`src/sv/modbus_read_response_checker_unit_assert.svh`:
```
// ----------------------------------------------------------------------------
// Modbus read response checker assertion macros
// Clocked assertion helpers that use clk_i and rst_ni of the including module.
// ----------------------------------------------------------------------------
`ifndef MODBUS_READ_RESPONSE_CHECKER_UNIT_ASSERT_SVH
`define MODBUS_READ_RESPONSE_CHECKER_UNIT_ASSERT_SVH
`ifndef ASSERT_OFF
`define MRRC_ASSERT(lbl, prop, msg) \
  lbl: assert property (@(posedge clk_i) disable iff (!rst_ni) prop) else $error(msg);
`define MRRC_NEVER(lbl, cond, msg) \
  lbl: assert property (@(posedge clk_i) disable iff (!rst_ni) !(cond)) else $error(msg);
`else
`define MRRC_ASSERT(lbl, prop, msg)
`define MRRC_NEVER(lbl, cond, msg)
`endif
`endif

```
`src/sv/mrrc_pkg.sv`:
```
// ----------------------------------------------------------------------------
// Modbus read response checker package
// Shared constants, types and the byte-wide CRC-16 update.
// ----------------------------------------------------------------------------
package mrrc_pkg;

  localparam logic [15:0] CRC_INIT    = 16'hFFFF;
  localparam logic [15:0] CRC_POLY    = 16'hA001;
  localparam int unsigned MIN_FRAME   = 5;
  localparam int unsigned HDR_DEPTH   = 7;
  localparam int unsigned QUEUE_DEPTH = 2;
  localparam int unsigned EXC_BIT     = 7;

  localparam logic [7:0] RST_SLAVE   = 8'd1;
  localparam logic [6:0] RST_FUNC    = 7'd3;
  localparam logic [1:0] RST_REG_CNT = 2'd1;

  typedef enum logic [1:0] {
    CFG_SLAVE   = 2'd0,
    CFG_FUNC    = 2'd1,
    CFG_REG_CNT = 2'd2
  } cfg_idx_e;

  typedef enum logic [2:0] {
    ST_OK         = 3'd0,
    ST_INCOMPLETE = 3'd1,
    ST_CRC        = 3'd2,
    ST_SLAVE      = 3'd3,
    ST_FUNCTION   = 3'd4,
    ST_EXCEPTION  = 3'd5,
    ST_LENGTH     = 3'd6
  } status_e;

  typedef struct packed {
    logic [7:0] slave;
    logic [6:0] func;
    logic [1:0] reg_cnt;
  } cfg_t;

  // Summary of one closed frame, handed from the front end to the back end.
  typedef struct packed {
    logic            short_frame;
    logic            crc_ok;
    logic            len_one;
    logic            len_two;
    logic [4:0]      frame_length;
    logic [6:0][7:0] hdr;
  } frame_sum_t;

  typedef struct packed {
    logic full;
    logic empty;
  } q_stat_t;

  function automatic logic [15:0] crc_fold(logic [15:0] crc, logic [7:0] b);
    logic [15:0] c;
    c = crc ^ {8'h00, b};
    for (int i = 0; i < 8; i++) begin
      c = c[0] ? ((c >> 1) ^ CRC_POLY) : (c >> 1);
    end
    return c;
  endfunction

endpackage

```
`src/sv/mrrc_if.sv`:
```
// ----------------------------------------------------------------------------
// Modbus read response checker channels
// Valid/ready channels for received bytes and for frame results.
// ----------------------------------------------------------------------------
interface mrrc_req_if;
  logic       valid;
  logic       ready;
  logic [7:0] rx_byte;
  logic       frame_end;

  modport source (output valid, output rx_byte, output frame_end, input ready);
  modport sink (input valid, input rx_byte, input frame_end, output ready);
endinterface

interface mrrc_res_if;
  logic        valid;
  logic        ready;
  logic [2:0]  status;
  logic [7:0]  exception_code;
  logic [31:0] register_value;
  logic [4:0]  frame_length;

  modport source (output valid, output status, output exception_code,
                  output register_value, output frame_length, input ready);
  modport sink (input valid, input status, input exception_code,
                input register_value, input frame_length, output ready);
endinterface

```
`src/sv/mrrc_front.sv`:
```
// ----------------------------------------------------------------------------
// Modbus read response checker front end
// Takes bytes, runs the CRC, keeps header and tail, and summarizes each frame.
// ----------------------------------------------------------------------------
module mrrc_front #(
  parameter int unsigned FRAME_CAPACITY = 16
) (
  input  logic                clk_i,
  input  logic                rst_ni,
  mrrc_req_if.sink            req,
  input  mrrc_pkg::q_stat_t   q_stat_i,
  output logic                push_o,
  output mrrc_pkg::frame_sum_t sum_o
);

  localparam int unsigned CW = $clog2(FRAME_CAPACITY + 1);

  logic [CW-1:0]   cnt_q, cnt_d, cnt_new;
  logic [15:0]     crc_q, crc_d, crc_new;
  logic [7:0]      tail_q [2];
  logic [7:0]      tail0_new, tail1_new;
  logic [6:0][7:0] hdr_q, hdr_new;
  logic            accept, kept;

  assign req.ready = !q_stat_i.full;
  assign accept    = req.valid && req.ready;
  assign kept      = cnt_q < CW'(FRAME_CAPACITY);

  always_comb begin
    cnt_new   = kept ? cnt_q + CW'(1) : cnt_q;
    crc_new   = (kept && cnt_q >= CW'(2)) ? mrrc_pkg::crc_fold(crc_q, tail_q[0]) : crc_q;
    tail0_new = kept ? tail_q[1] : tail_q[0];
    tail1_new = kept ? req.rx_byte : tail_q[1];
    for (int i = 0; i < 7; i++) begin
      hdr_new[i] = (kept && cnt_q == CW'(i)) ? req.rx_byte : hdr_q[i];
    end
    cnt_d = cnt_q;
    crc_d = crc_q;
    if (accept) begin
      if (req.frame_end) begin
        cnt_d = '0;
        crc_d = mrrc_pkg::CRC_INIT;
      end else begin
        cnt_d = cnt_new;
        crc_d = crc_new;
      end
    end
  end

  always_comb begin
    push_o             = accept && req.frame_end;
    sum_o.short_frame  = cnt_new < CW'(mrrc_pkg::MIN_FRAME);
    sum_o.crc_ok       = crc_new == {tail1_new, tail0_new};
    sum_o.len_one      = cnt_new == CW'(mrrc_pkg::MIN_FRAME + 2);
    sum_o.len_two      = cnt_new == CW'(mrrc_pkg::MIN_FRAME + 4);
    sum_o.frame_length = 5'(cnt_new);
    sum_o.hdr          = hdr_new;
  end

  always_ff @(posedge clk_i or negedge rst_ni) begin
    if (!rst_ni) begin
      cnt_q <= '0;
      crc_q <= mrrc_pkg::CRC_INIT;
    end else begin
      cnt_q <= cnt_d;
      crc_q <= crc_d;
    end
  end

  always_ff @(posedge clk_i) begin
    if (accept) begin
      tail_q[0] <= tail0_new;
      tail_q[1] <= tail1_new;
      hdr_q     <= hdr_new;
    end
  end

endmodule

```
`src/sv/mrrc_queue.sv`:
```
// ----------------------------------------------------------------------------
// Modbus read response checker frame queue
// Short first-in first-out buffer of frame summaries between front and back.
// ----------------------------------------------------------------------------
module mrrc_queue (
  input  logic                 clk_i,
  input  logic                 rst_ni,
  input  logic                 push_i,
  input  mrrc_pkg::frame_sum_t push_data_i,
  input  logic                 pop_i,
  output mrrc_pkg::frame_sum_t pop_data_o,
  output mrrc_pkg::q_stat_t    q_stat_o
);

  localparam int unsigned PW = $clog2(mrrc_pkg::QUEUE_DEPTH);
  localparam int unsigned NW = $clog2(mrrc_pkg::QUEUE_DEPTH + 1);

  mrrc_pkg::frame_sum_t mem_q [mrrc_pkg::QUEUE_DEPTH];
  logic [PW-1:0] wr_ptr_q, wr_ptr_d, rd_ptr_q, rd_ptr_d;
  logic [NW-1:0] fill_q, fill_d;

  always_comb begin
    wr_ptr_d = wr_ptr_q;
    rd_ptr_d = rd_ptr_q;
    fill_d   = fill_q;
    if (push_i) begin
      wr_ptr_d = (wr_ptr_q == PW'(mrrc_pkg::QUEUE_DEPTH - 1)) ? '0 : wr_ptr_q + PW'(1);
    end
    if (pop_i) begin
      rd_ptr_d = (rd_ptr_q == PW'(mrrc_pkg::QUEUE_DEPTH - 1)) ? '0 : rd_ptr_q + PW'(1);
    end
    if (push_i && !pop_i) begin
      fill_d = fill_q + NW'(1);
    end else if (pop_i && !push_i) begin
      fill_d = fill_q - NW'(1);
    end
  end

  assign pop_data_o     = mem_q[rd_ptr_q];
  assign q_stat_o.full  = fill_q == NW'(mrrc_pkg::QUEUE_DEPTH);
  assign q_stat_o.empty = fill_q == '0;

  always_ff @(posedge clk_i or negedge rst_ni) begin
    if (!rst_ni) begin
      wr_ptr_q <= '0;
      rd_ptr_q <= '0;
      fill_q   <= '0;
    end else begin
      wr_ptr_q <= wr_ptr_d;
      rd_ptr_q <= rd_ptr_d;
      fill_q   <= fill_d;
    end
  end

  always_ff @(posedge clk_i) begin
    if (push_i) begin
      mem_q[wr_ptr_q] <= push_data_i;
    end
  end

endmodule

```
`src/sv/mrrc_back.sv`:
```
// ----------------------------------------------------------------------------
// Modbus read response checker back end
// Runs the ordered frame checks and holds the result for the sink.
// ----------------------------------------------------------------------------
module mrrc_back (
  input  logic                 clk_i,
  input  logic                 rst_ni,
  input  mrrc_pkg::cfg_t       cfg_i,
  input  mrrc_pkg::frame_sum_t sum_i,
  input  mrrc_pkg::q_stat_t    q_stat_i,
  output logic                 pop_o,
  mrrc_res_if.source           res
);

  logic              valid_q, valid_d;
  mrrc_pkg::status_e status_q, status_d;
  logic [7:0]        exc_q, exc_d;
  logic [31:0]       value_q, value_d;
  logic [4:0]        len_q;
  logic              len_ok;

  assign pop_o = !q_stat_i.empty && (!valid_q || res.ready);

  always_comb begin
    case (cfg_i.reg_cnt)
      2'd1:    len_ok = sum_i.len_one && sum_i.hdr[2] == 8'd2;
      2'd2:    len_ok = sum_i.len_two && sum_i.hdr[2] == 8'd4;
      default: len_ok = 1'b0;
    endcase
  end

  always_comb begin
    exc_d   = '0;
    value_d = '0;
    if (sum_i.short_frame) begin
      status_d = mrrc_pkg::ST_INCOMPLETE;
    end else if (!sum_i.crc_ok) begin
      status_d = mrrc_pkg::ST_CRC;
    end else if (sum_i.hdr[0] != cfg_i.slave) begin
      status_d = mrrc_pkg::ST_SLAVE;
    end else if (sum_i.hdr[1][6:0] != cfg_i.func) begin
      status_d = mrrc_pkg::ST_FUNCTION;
    end else if (sum_i.hdr[1][mrrc_pkg::EXC_BIT]) begin
      status_d = mrrc_pkg::ST_EXCEPTION;
      exc_d    = sum_i.hdr[2];
    end else if (!len_ok) begin
      status_d = mrrc_pkg::ST_LENGTH;
    end else begin
      status_d = mrrc_pkg::ST_OK;
      if (cfg_i.reg_cnt == 2'd1) begin
        value_d = {16'h0000, sum_i.hdr[3], sum_i.hdr[4]};
      end else begin
        value_d = {sum_i.hdr[3], sum_i.hdr[4], sum_i.hdr[5], sum_i.hdr[6]};
      end
    end
    valid_d = pop_o ? 1'b1 : (res.ready ? 1'b0 : valid_q);
  end

  always_ff @(posedge clk_i or negedge rst_ni) begin
    if (!rst_ni) begin
      valid_q <= 1'b0;
    end else begin
      valid_q <= valid_d;
    end
  end

  always_ff @(posedge clk_i) begin
    if (pop_o) begin
      status_q <= status_d;
      exc_q    <= exc_d;
      value_q  <= value_d;
      len_q    <= sum_i.frame_length;
    end
  end

  assign res.valid          = valid_q;
  assign res.status         = status_q;
  assign res.exception_code = exc_q;
  assign res.register_value = value_q;
  assign res.frame_length   = len_q;

endmodule

```
`src/sv/modbus_read_response_checker_unit.sv`:
```
// ----------------------------------------------------------------------------
// Modbus read response checker
// Throughput: one byte per cycle while the summary queue is not full; a
// closing byte may follow the previous one. Each result is registered: the
// frame summary passes the summary queue, then the back end output register.
// Reset clears byte count, queue and result valid, presets the CRC, and loads
// the configuration defaults (slave 1, function 3, one register).
// ----------------------------------------------------------------------------
`include "modbus_read_response_checker_unit_assert.svh"

module modbus_read_response_checker_unit #(
  parameter int unsigned FRAME_CAPACITY = 16
) (
  input  logic       clk_i,
  input  logic       rst_ni,
  mrrc_req_if.sink   req,
  mrrc_res_if.source res,
  input  logic       cfg_we_i,
  input  logic [1:0] cfg_idx_i,
  input  logic [7:0] cfg_data_i
);

  mrrc_pkg::cfg_t       cfg_q, cfg_d;
  mrrc_pkg::frame_sum_t push_sum, head_sum;
  mrrc_pkg::q_stat_t    q_stat;
  logic                 q_push, q_pop;

  always_comb begin
    cfg_d = cfg_q;
    if (cfg_we_i) begin
      case (cfg_idx_i)
        mrrc_pkg::CFG_SLAVE:   cfg_d.slave   = cfg_data_i;
        mrrc_pkg::CFG_FUNC:    cfg_d.func    = cfg_data_i[6:0];
        mrrc_pkg::CFG_REG_CNT: cfg_d.reg_cnt = cfg_data_i[1:0];
        default:               cfg_d         = cfg_q;
      endcase
    end
  end

  always_ff @(posedge clk_i or negedge rst_ni) begin
    if (!rst_ni) begin
      cfg_q.slave   <= mrrc_pkg::RST_SLAVE;
      cfg_q.func    <= mrrc_pkg::RST_FUNC;
      cfg_q.reg_cnt <= mrrc_pkg::RST_REG_CNT;
    end else begin
      cfg_q <= cfg_d;
    end
  end

  mrrc_front #(
    .FRAME_CAPACITY(FRAME_CAPACITY)
  ) u_front (
    .clk_i    (clk_i),
    .rst_ni   (rst_ni),
    .req      (req),
    .q_stat_i (q_stat),
    .push_o   (q_push),
    .sum_o    (push_sum)
  );

  mrrc_queue u_queue (
    .clk_i       (clk_i),
    .rst_ni      (rst_ni),
    .push_i      (q_push),
    .push_data_i (push_sum),
    .pop_i       (q_pop),
    .pop_data_o  (head_sum),
    .q_stat_o    (q_stat)
  );

  mrrc_back u_back (
    .clk_i    (clk_i),
    .rst_ni   (rst_ni),
    .cfg_i    (cfg_q),
    .sum_i    (head_sum),
    .q_stat_i (q_stat),
    .pop_o    (q_pop),
    .res      (res)
  );

  `MRRC_NEVER(a_push_full, q_push && q_stat.full, "frame summary pushed into a full queue")
  `MRRC_NEVER(a_pop_empty, q_pop && q_stat.empty, "frame summary popped from an empty queue")
  `MRRC_ASSERT(a_value_ok, res.valid && res.status != mrrc_pkg::ST_OK |-> res.register_value == 32'd0, "register value set on a failed frame")
  `MRRC_ASSERT(a_exc_code, res.valid && res.status != mrrc_pkg::ST_EXCEPTION |-> res.exception_code == 8'd0, "exception code set without an exception")

endmodule
```
`src/flat_wrapper.sv`:
```
// flat-port wrapper written by rule: the top's interface ports become plain ports
module modbus_read_response_checker_unit_flat 
#(
  parameter int unsigned FRAME_CAPACITY = 16
)
  (clk_i, rst_ni, cfg_we_i, cfg_idx_i, cfg_data_i, req_valid, req_rx_byte, req_frame_end, req_ready, res_valid, res_status, res_exception_code, res_register_value, res_frame_length, res_ready);
  mrrc_req_if req_i ();
  mrrc_res_if res_i ();
  input  logic clk_i;
  input  logic rst_ni;
  input  logic cfg_we_i;
  input  logic [1:0] cfg_idx_i;
  input  logic [7:0] cfg_data_i;
  input wire logic [$bits(req_i.valid)-1:0] req_valid;
  input wire logic [$bits(req_i.rx_byte)-1:0] req_rx_byte;
  input wire logic [$bits(req_i.frame_end)-1:0] req_frame_end;
  output wire logic [$bits(req_i.ready)-1:0] req_ready;
  output wire logic [$bits(res_i.valid)-1:0] res_valid;
  output wire logic [$bits(res_i.status)-1:0] res_status;
  output wire logic [$bits(res_i.exception_code)-1:0] res_exception_code;
  output wire logic [$bits(res_i.register_value)-1:0] res_register_value;
  output wire logic [$bits(res_i.frame_length)-1:0] res_frame_length;
  input wire logic [$bits(res_i.ready)-1:0] res_ready;
  assign req_i.valid = req_valid;
  assign req_i.rx_byte = req_rx_byte;
  assign req_i.frame_end = req_frame_end;
  assign req_ready = req_i.ready;
  assign res_valid = res_i.valid;
  assign res_status = res_i.status;
  assign res_exception_code = res_i.exception_code;
  assign res_register_value = res_i.register_value;
  assign res_frame_length = res_i.frame_length;
  assign res_i.ready = res_ready;
  modbus_read_response_checker_unit #(.FRAME_CAPACITY(FRAME_CAPACITY)) u_core (.clk_i(clk_i), .rst_ni(rst_ni), .req(req_i), .res(res_i), .cfg_we_i(cfg_we_i), .cfg_idx_i(cfg_idx_i), .cfg_data_i(cfg_data_i));
endmodule
```
`config.mk`:
```
export PLATFORM = sky130hd
export DESIGN_NAME = modbus_read_response_checker_unit_flat
export DESIGN_NICKNAME = d
export VERILOG_FILES = /design/src/sv/mrrc_pkg.sv /design/src/sv/mrrc_if.sv /design/src/sv/mrrc_front.sv /design/src/sv/mrrc_queue.sv /design/src/sv/mrrc_back.sv /design/src/sv/modbus_read_response_checker_unit.sv /design/src/flat_wrapper.sv
export VERILOG_INCLUDE_DIRS = /design/src /design/src/sv
export SDC_FILE = /design/constraint.sdc
export NUM_CORES = 1
export LEC_CHECK = 0
export ABC_CLOCK_PERIOD_IN_PS = 4530
export BUFFER_PORTS_ARGS = -buffer_cell sky130_fd_sc_hd__buf_2
export CORE_ASPECT_RATIO = 1.75
export CORE_MARGIN = 4
export CORE_UTILIZATION = 55
export CTS_BUF_LIST = sky130_fd_sc_hd__clkbuf_4 sky130_fd_sc_hd__clkbuf_8
export CTS_CLUSTER_SIZE = 16
export DETAILED_ROUTE_END_ITERATION = 8
export GPL_TIMING_DRIVEN = 1
export HOLD_SLACK_MARGIN = 0.15
export PLACE_DENSITY = 0.76
export SKIP_LAST_GASP = 1
export SYNTH_ARGS = -nofsm -noshare
export SYNTH_HDL_FRONTEND = slang
export SYNTH_SLANG_ARGS = --single-unit
```
`constraint.sdc`:
```
create_clock -name clk_i -period 4.53 [get_ports clk_i]
set_input_delay 0.906 -clock clk_i [delete_from_list [all_inputs] [get_ports clk_i]]
set_output_delay 0.906 -clock clk_i [all_outputs]
set_load 0.02 [all_outputs]
```
* Yosys cells after proc, flatten, opt, wreduce, memory -nomap -nowiden
Memory sizes are Yosys's and may differ from the RTL's.
Cells that the tools add are included.
** Operators by class
- Order comparisons :: 3
- Equal/unequal tests :: 18
- Multiplexer cells :: 38
- $add $sub $neg :: 5
- Reduce and logical (&&, ||, !) cells :: 33
- Bitwise operators :: 12
** Operator list (count)
- 16-bit two-way mux :: 11
- 8-bit two-way mux :: 9
- 2-bit NOT with 3-bit output :: 8
- 5-bit by 3-bit == test with 1-bit output, second input constant :: 4
- 16-bit == test :: 1
- 16-bit by 8-bit bitwise XOR with 16-bit output :: 1
- 1-bit logical AND :: 15
- 5-bit by 2-bit == test with 1-bit output, second input constant :: 2
- 5-bit two-way mux :: 2
- 3-bit two-way mux :: 3
- 8-bit by 2-bit == test with 1-bit output, second input constant :: 1
- 8-bit by 3-bit == test with 1-bit output, second input constant :: 1
- 1-bit two-way mux :: 8
- 2-bit two-way mux :: 4
- 8-bit != test :: 1
- 7-bit != test :: 1
- 7-bit OR reduction :: 1
- 2-bit == test, second input constant :: 3
- 2-bit AND reduction :: 3
- 6-bit OR reduction :: 1
- 5-bit by 1-bit adder with 5-bit output, second input constant :: 1
- 5-bit by 1-bit == test with 1-bit output, second input constant :: 1
- 5-bit by 4-bit == test with 1-bit output, second input constant :: 1
- 5-bit by 2-bit greater-or-equal comparator with 1-bit output, second input constant :: 1
- other kinds (15) :: 25
** Storage, ports and cells
- Output and inout port bits :: 50
- RAM bits :: 146
- Memories :: 2
- Bits in registers :: 147
- Bits of input ports :: 24
** Memory list
- u_core.u_queue.mem_q :: words 2, bits a word 65, rd ports 1, clocked after memory_dff 0, wr ports 1, line mrrc_queue.sv:18 : mrrc_pkg::frame_sum_t mem_q [mrrc_pkg::QUEUE_DEPTH];
- u_core.u_front.tail_q :: words 2, bits a word 8, rd ports 2, clocked after memory_dff 0, wr ports 2, line mrrc_front.sv:20 : logic [7:0] tail_q [2];

* Depth between registers and ports, before layout
An unclocked memory read counts as a cell.
- Depth in word-level cells :: 20
- Depth in mapped cells :: 11

* Cells and area by module
Synthesis repeated with hierarchy kept, for this count alone.
** Second synthesis, totals
- Cell total of the unflattened synthesis :: 777
- Area total of the unflattened synthesis :: 12869.8 um^2
** By module, submodules not included
- mrrc_queue :: instances 1, cells each 218, area an instance 5038.6 um^2
- mrrc_front :: instances 1, cells each 366, area an instance 4839.6 um^2
- mrrc_back :: instances 1, cells each 156, area an instance 2332.2 um^2
- modbus_read_response_checker_unit :: instances 1, cells each 37, area an instance 659.4 um^2

* Worst setup path before layout
OpenSTA, ideal clock, no wires.
- Path type :: in2reg
- Start :: in req_valid
- End :: mem u_core.u_queue.mem_q[0][0] (netlist bit), enable pin
- Library setup time :: 0.488 ns
- Slack :: -0.135 ns
- Data arrival time :: 4.176 ns
- Required time :: 4.042 ns
- Buffers on the path :: 1
- Stages on the path :: 5
- Cell sequence :: nand2_1 inv_1 clkbuf_1 nand2_1 nor2_1
** On the way
- Longest elaborated chain between the ends :: 4
** Ends and longest elaborated chain
- from (decl) :: line flat_wrapper.sv:14 : input wire logic [$bits(req_i.valid)-1:0] req_valid;
- 1-bit logical AND :: line mrrc_front.sv:26 : assign accept = req.valid && req.ready;
- 1-bit logical AND :: line mrrc_front.sv:51 : push_o = accept && req.frame_end;
- 1-bit two-way mux :: line mrrc_queue.sv:56 : if (push_i) begin
- 1-bit two-way mux (implied by the code) :: line mrrc_queue.sv:57 : mem_q[wr_ptr_q] <= push_data_i;
- to (decl) :: line mrrc_queue.sv:18
Every way passes these cells.

==> flow_summary.toml <==
[detailed_routing]
wl_per_cell_um = 21.0
wirelength_um = 25900
viasPerCell = 5.69
first_iter_violations = 364
vias = 7019
first_pass_iters = 4
postRouteAntennaNets = 0
drc_errors = 0

[cells_and_area]
antennaDiodeCount = 0
stdcell_count = 1234
syn2layout_area_growth_pct = 12.2
final_nets = 933
stdcell_area_mm2 = 0.0143
layout-drive-gt1-share_pct = 31.8

[yosys]
synth_area_leader_cell = "edfxtp_1"
async_flop_share_pct = 14.7
yosysSeqAreaShare_pct = 67.7
synth_top_flop_cell = "edfxtp_1"
avgSynthCellArea_um2 = 15.8
synth_cell_type_count = 62
synth_xor_area_share_pct = 4.35
synthMostInstantiatedCell = "edfxtp_1"
ys_warn_count = 0
yosys.area_share.adder_pct = 0.689
synth_top_family_by_area = "multiplexers"
netlist_instances = 803
synth-edff-count = 250
syn_area_mm2 = 0.0127
muxShareOfSynthArea_pct = 14.7
synth_nets = 834
synthSimpleGateAreaFrac_pct = 6.86
synth-seq-cells = 293
synth_compound_area_share_pct = 3.89
synthTopCellsByArea = "edfxtp_1 (59%), mux2_2 (8.0%), dfrtp_1 (4.5%)"
netlist.area_leader.share_pct = 59.0
synthTopCellsByCount = "edfxtp_1 (250), mux2_2 (90), nor2_1 (60), mux2i_1 (50), xnor2_1 (32)"

[flow_run]
drv_cap = 0

[worst_setup_path]
startpoint_type = "register"
cp-end-kind = "register"
critical_path_buf_inv_count = 1
critPathKind = "register to register"
crit_chain = "nor3_1 -> nor2_2 -> buf_4 -> mux2i_1 -> xnor2_1 -> a2111oi_2 -> nand4_1 -> nor4_1"
critPathMaxFanout = 18
crit_slowest_cell = "dfrtp_1"
critPathTopFamily = "simple AND/OR/NAND/NOR gates"
arrival_ps = 3570
cpPeakStageDelay_ps = 640
critPathRequiredTime_ps = 4800

[timing]
fin_crit_sh_pct = 72.8
tns_ps = 0
rsz0062_at_grt = "no"
fmax_ghz = 0.303
fin_ws_ps = 1230
fin_skew_ps = 15.9
worst_pin_slew_ps = 1150
min_period_ps = 3300
final_hold_viol_count = 0
maxSlewHeadroom_pct = 23.0
drv_slew = 0
setup_viol = 0

[global_routing]
gr-total-overflow = 0
antenna_found_initial = 0
grt_pass1_vias = 7333
grt_pass1_wl_um = 40500
grt_max_degree = 66
grt_util_all_layers_pct = 20.7

[clocking]
cts-htree-levels = 2
cts.sinks = 293
clk_pin_slew_ps = 70
cts.path.max_buffers = 3
cts_resized = 0
worstSkewPairLatency_ps = 540
cts_buffers = 40
cts_tree = "yes"
clockRootBuffer = "clkbuf_8"

[floorplanning]
dieHeight_um = 209
die_area_mm2 = 0.0257
dieWidth_um = 123
ios = 74
fp.coreArea_mm2 = 0.0227
start_util_pct = 55.9
placementRows = 73

[power_and_ir_drop]
p_total_mw = 9.62
leakagePower_nw = 5.16
power_density_mw_per_mm2 = 674
ir_worst_vdd_mv = 0.474

[status]
status = "complete, no violations"

[placement]
post_dp_cell_area_mm2 = 0.0135
dp_cells = 1159
place_congestion = 0.942
pre_cts_slack_ps = 1260
dpl.hpwl_um = 17100
port_buffers = 73

[worst_hold_path]
hp-class = "register to register"
## power by group
part	total (mW)	internal, mW	leakage, nW	switching (mW)
clock	1.97	1.01	0.417	0.958
sequential	4.34	3.96	2.85	0.383
combinational	3.31	1.42	1.89	1.89
total	9.62	6.39	5.16	3.23
## logic make-up (layout without fill, tap and decap cells)
family | Yosys count | count (layout)
flops | 293 | 293
simple gates | 161 | 161
mux | 156 | 156
compound gates | 74 | 74
buf+inv | 57 | 188
xor+xnor | 55 | 55
fa+ha+maj | 7 | 7
## final cells by class
type / instances / area [um^2]
well taps: 300 / 375
repair buffers: 89 / 500
clock inverters: 23 / 133
multi-input cells: 453 / 3900
clock buffers: 51 / 652
inverters: 25 / 95.1
flip-flops and latches: 293 / 8610
fillers: 1688 / 8480
## state kept, by name, summed over array words and instances (netlist names)
| name | count |
|---|---|
| u_core.cfg_q | 17 |
| u_core.u_back.res.exception_code | 8 |
| u_core.u_back.res.frame_length | 5 |
| u_core.u_back.res.register_value | 32 |
| u_core.u_back.res.status | 3 |
| u_core.u_back.res.valid | 1 |
| u_core.u_front.cnt_q | 5 |
| u_core.u_front.crc_q | 16 |
| u_core.u_front.hdr_q | 56 |
| u_core.u_front.tail_q | 16 |
| u_core.u_queue.fill_q | 2 |
| u_core.u_queue.mem_q | 130 |
| u_core.u_queue.rd_ptr_q | 1 |
| u_core.u_queue.wr_ptr_q | 1 |
## per-layer routing
| metal | share of wire [%] | vias to the layer above | routed length (um) | track usage, % |
|---|---|---|---|---|
| met5 | 0 | - | 0 | 0 |
| met4 | 3.7 | 0 | 966 | 8.93 |
| met3 | 3.9 | 65 | 1010 | 2.73 |
| met2 | 56 | 186 | 14400 | 38.0 |
| met1 | 37 | 3507 | 9530 | 23.6 |
| li1 | - | 3261 | - | - |
## final timing paths
kind                                          from                           to  slack (ps)  cells after the start
setup / recovery           u_core.u_front.cnt_q[3]  u_core.u_queue.mem_q[1][63]        1230                      8
hold / removal             u_core.u_back.res.valid      u_core.u_back.res.valid         510                      2
setup reg to reg           u_core.u_front.cnt_q[3]  u_core.u_queue.mem_q[1][63]        1230                      8
hold reg to reg            u_core.u_back.res.valid      u_core.u_back.res.valid         510                      2
max in group asynchronous                   rst_ni      u_core.u_queue.rd_ptr_q        3020                      3
min in group asynchronous                   rst_ni              u_core.cfg_q[8]         700                      2
## worst min-delay path, stage by stage (launching register included)
cell      delay [ps]
dfrtp_1          340
nand2b_1          80
nand2_1           60
## metrics by stage
stage	utilization, %	hold slack [ps]
finish	62.7	509
floorplan	-	479
CTS	62.7	520
global placement	59.2	497
detailed placement	59.2	501
global route	62.7	536
## timing repair
action,4_1_cts,5_1_grt
buffers inserted,0,0
hold endpoints to repair,3,0
hold buffers,1,0
## cells in the final DEF (no fill, tap or decap), types with 6 or more instances in the layout
cell type  Yosys  final
edfxtp_1     250    250
mux2_2        90     90
buf_2         11     73
nor2_1        60     58
mux2i_1       50     50
clkbuf_8       0     43
xnor2_1       32     32
inv_1         25     23
dfrtp_1       23     22
nor2b_1       20     20
a21oi_1       20     20
dfstp_2       20     20
xor2_1        17     17
mux4_2        16     16
nand2_1       14     14
buf_4          0     14
nor3_1        13     12
clkinv_1       0     11
o21ai_0       10     10
clkinv_2       0     10
o22ai_1       10     10
clkbuf_4       0      8
a22oi_1        7      7
ha_1           7      7
nand2b_1       6      6
nor4_1         6      6
No activity file was read; power rests on OpenSTA's default activity.
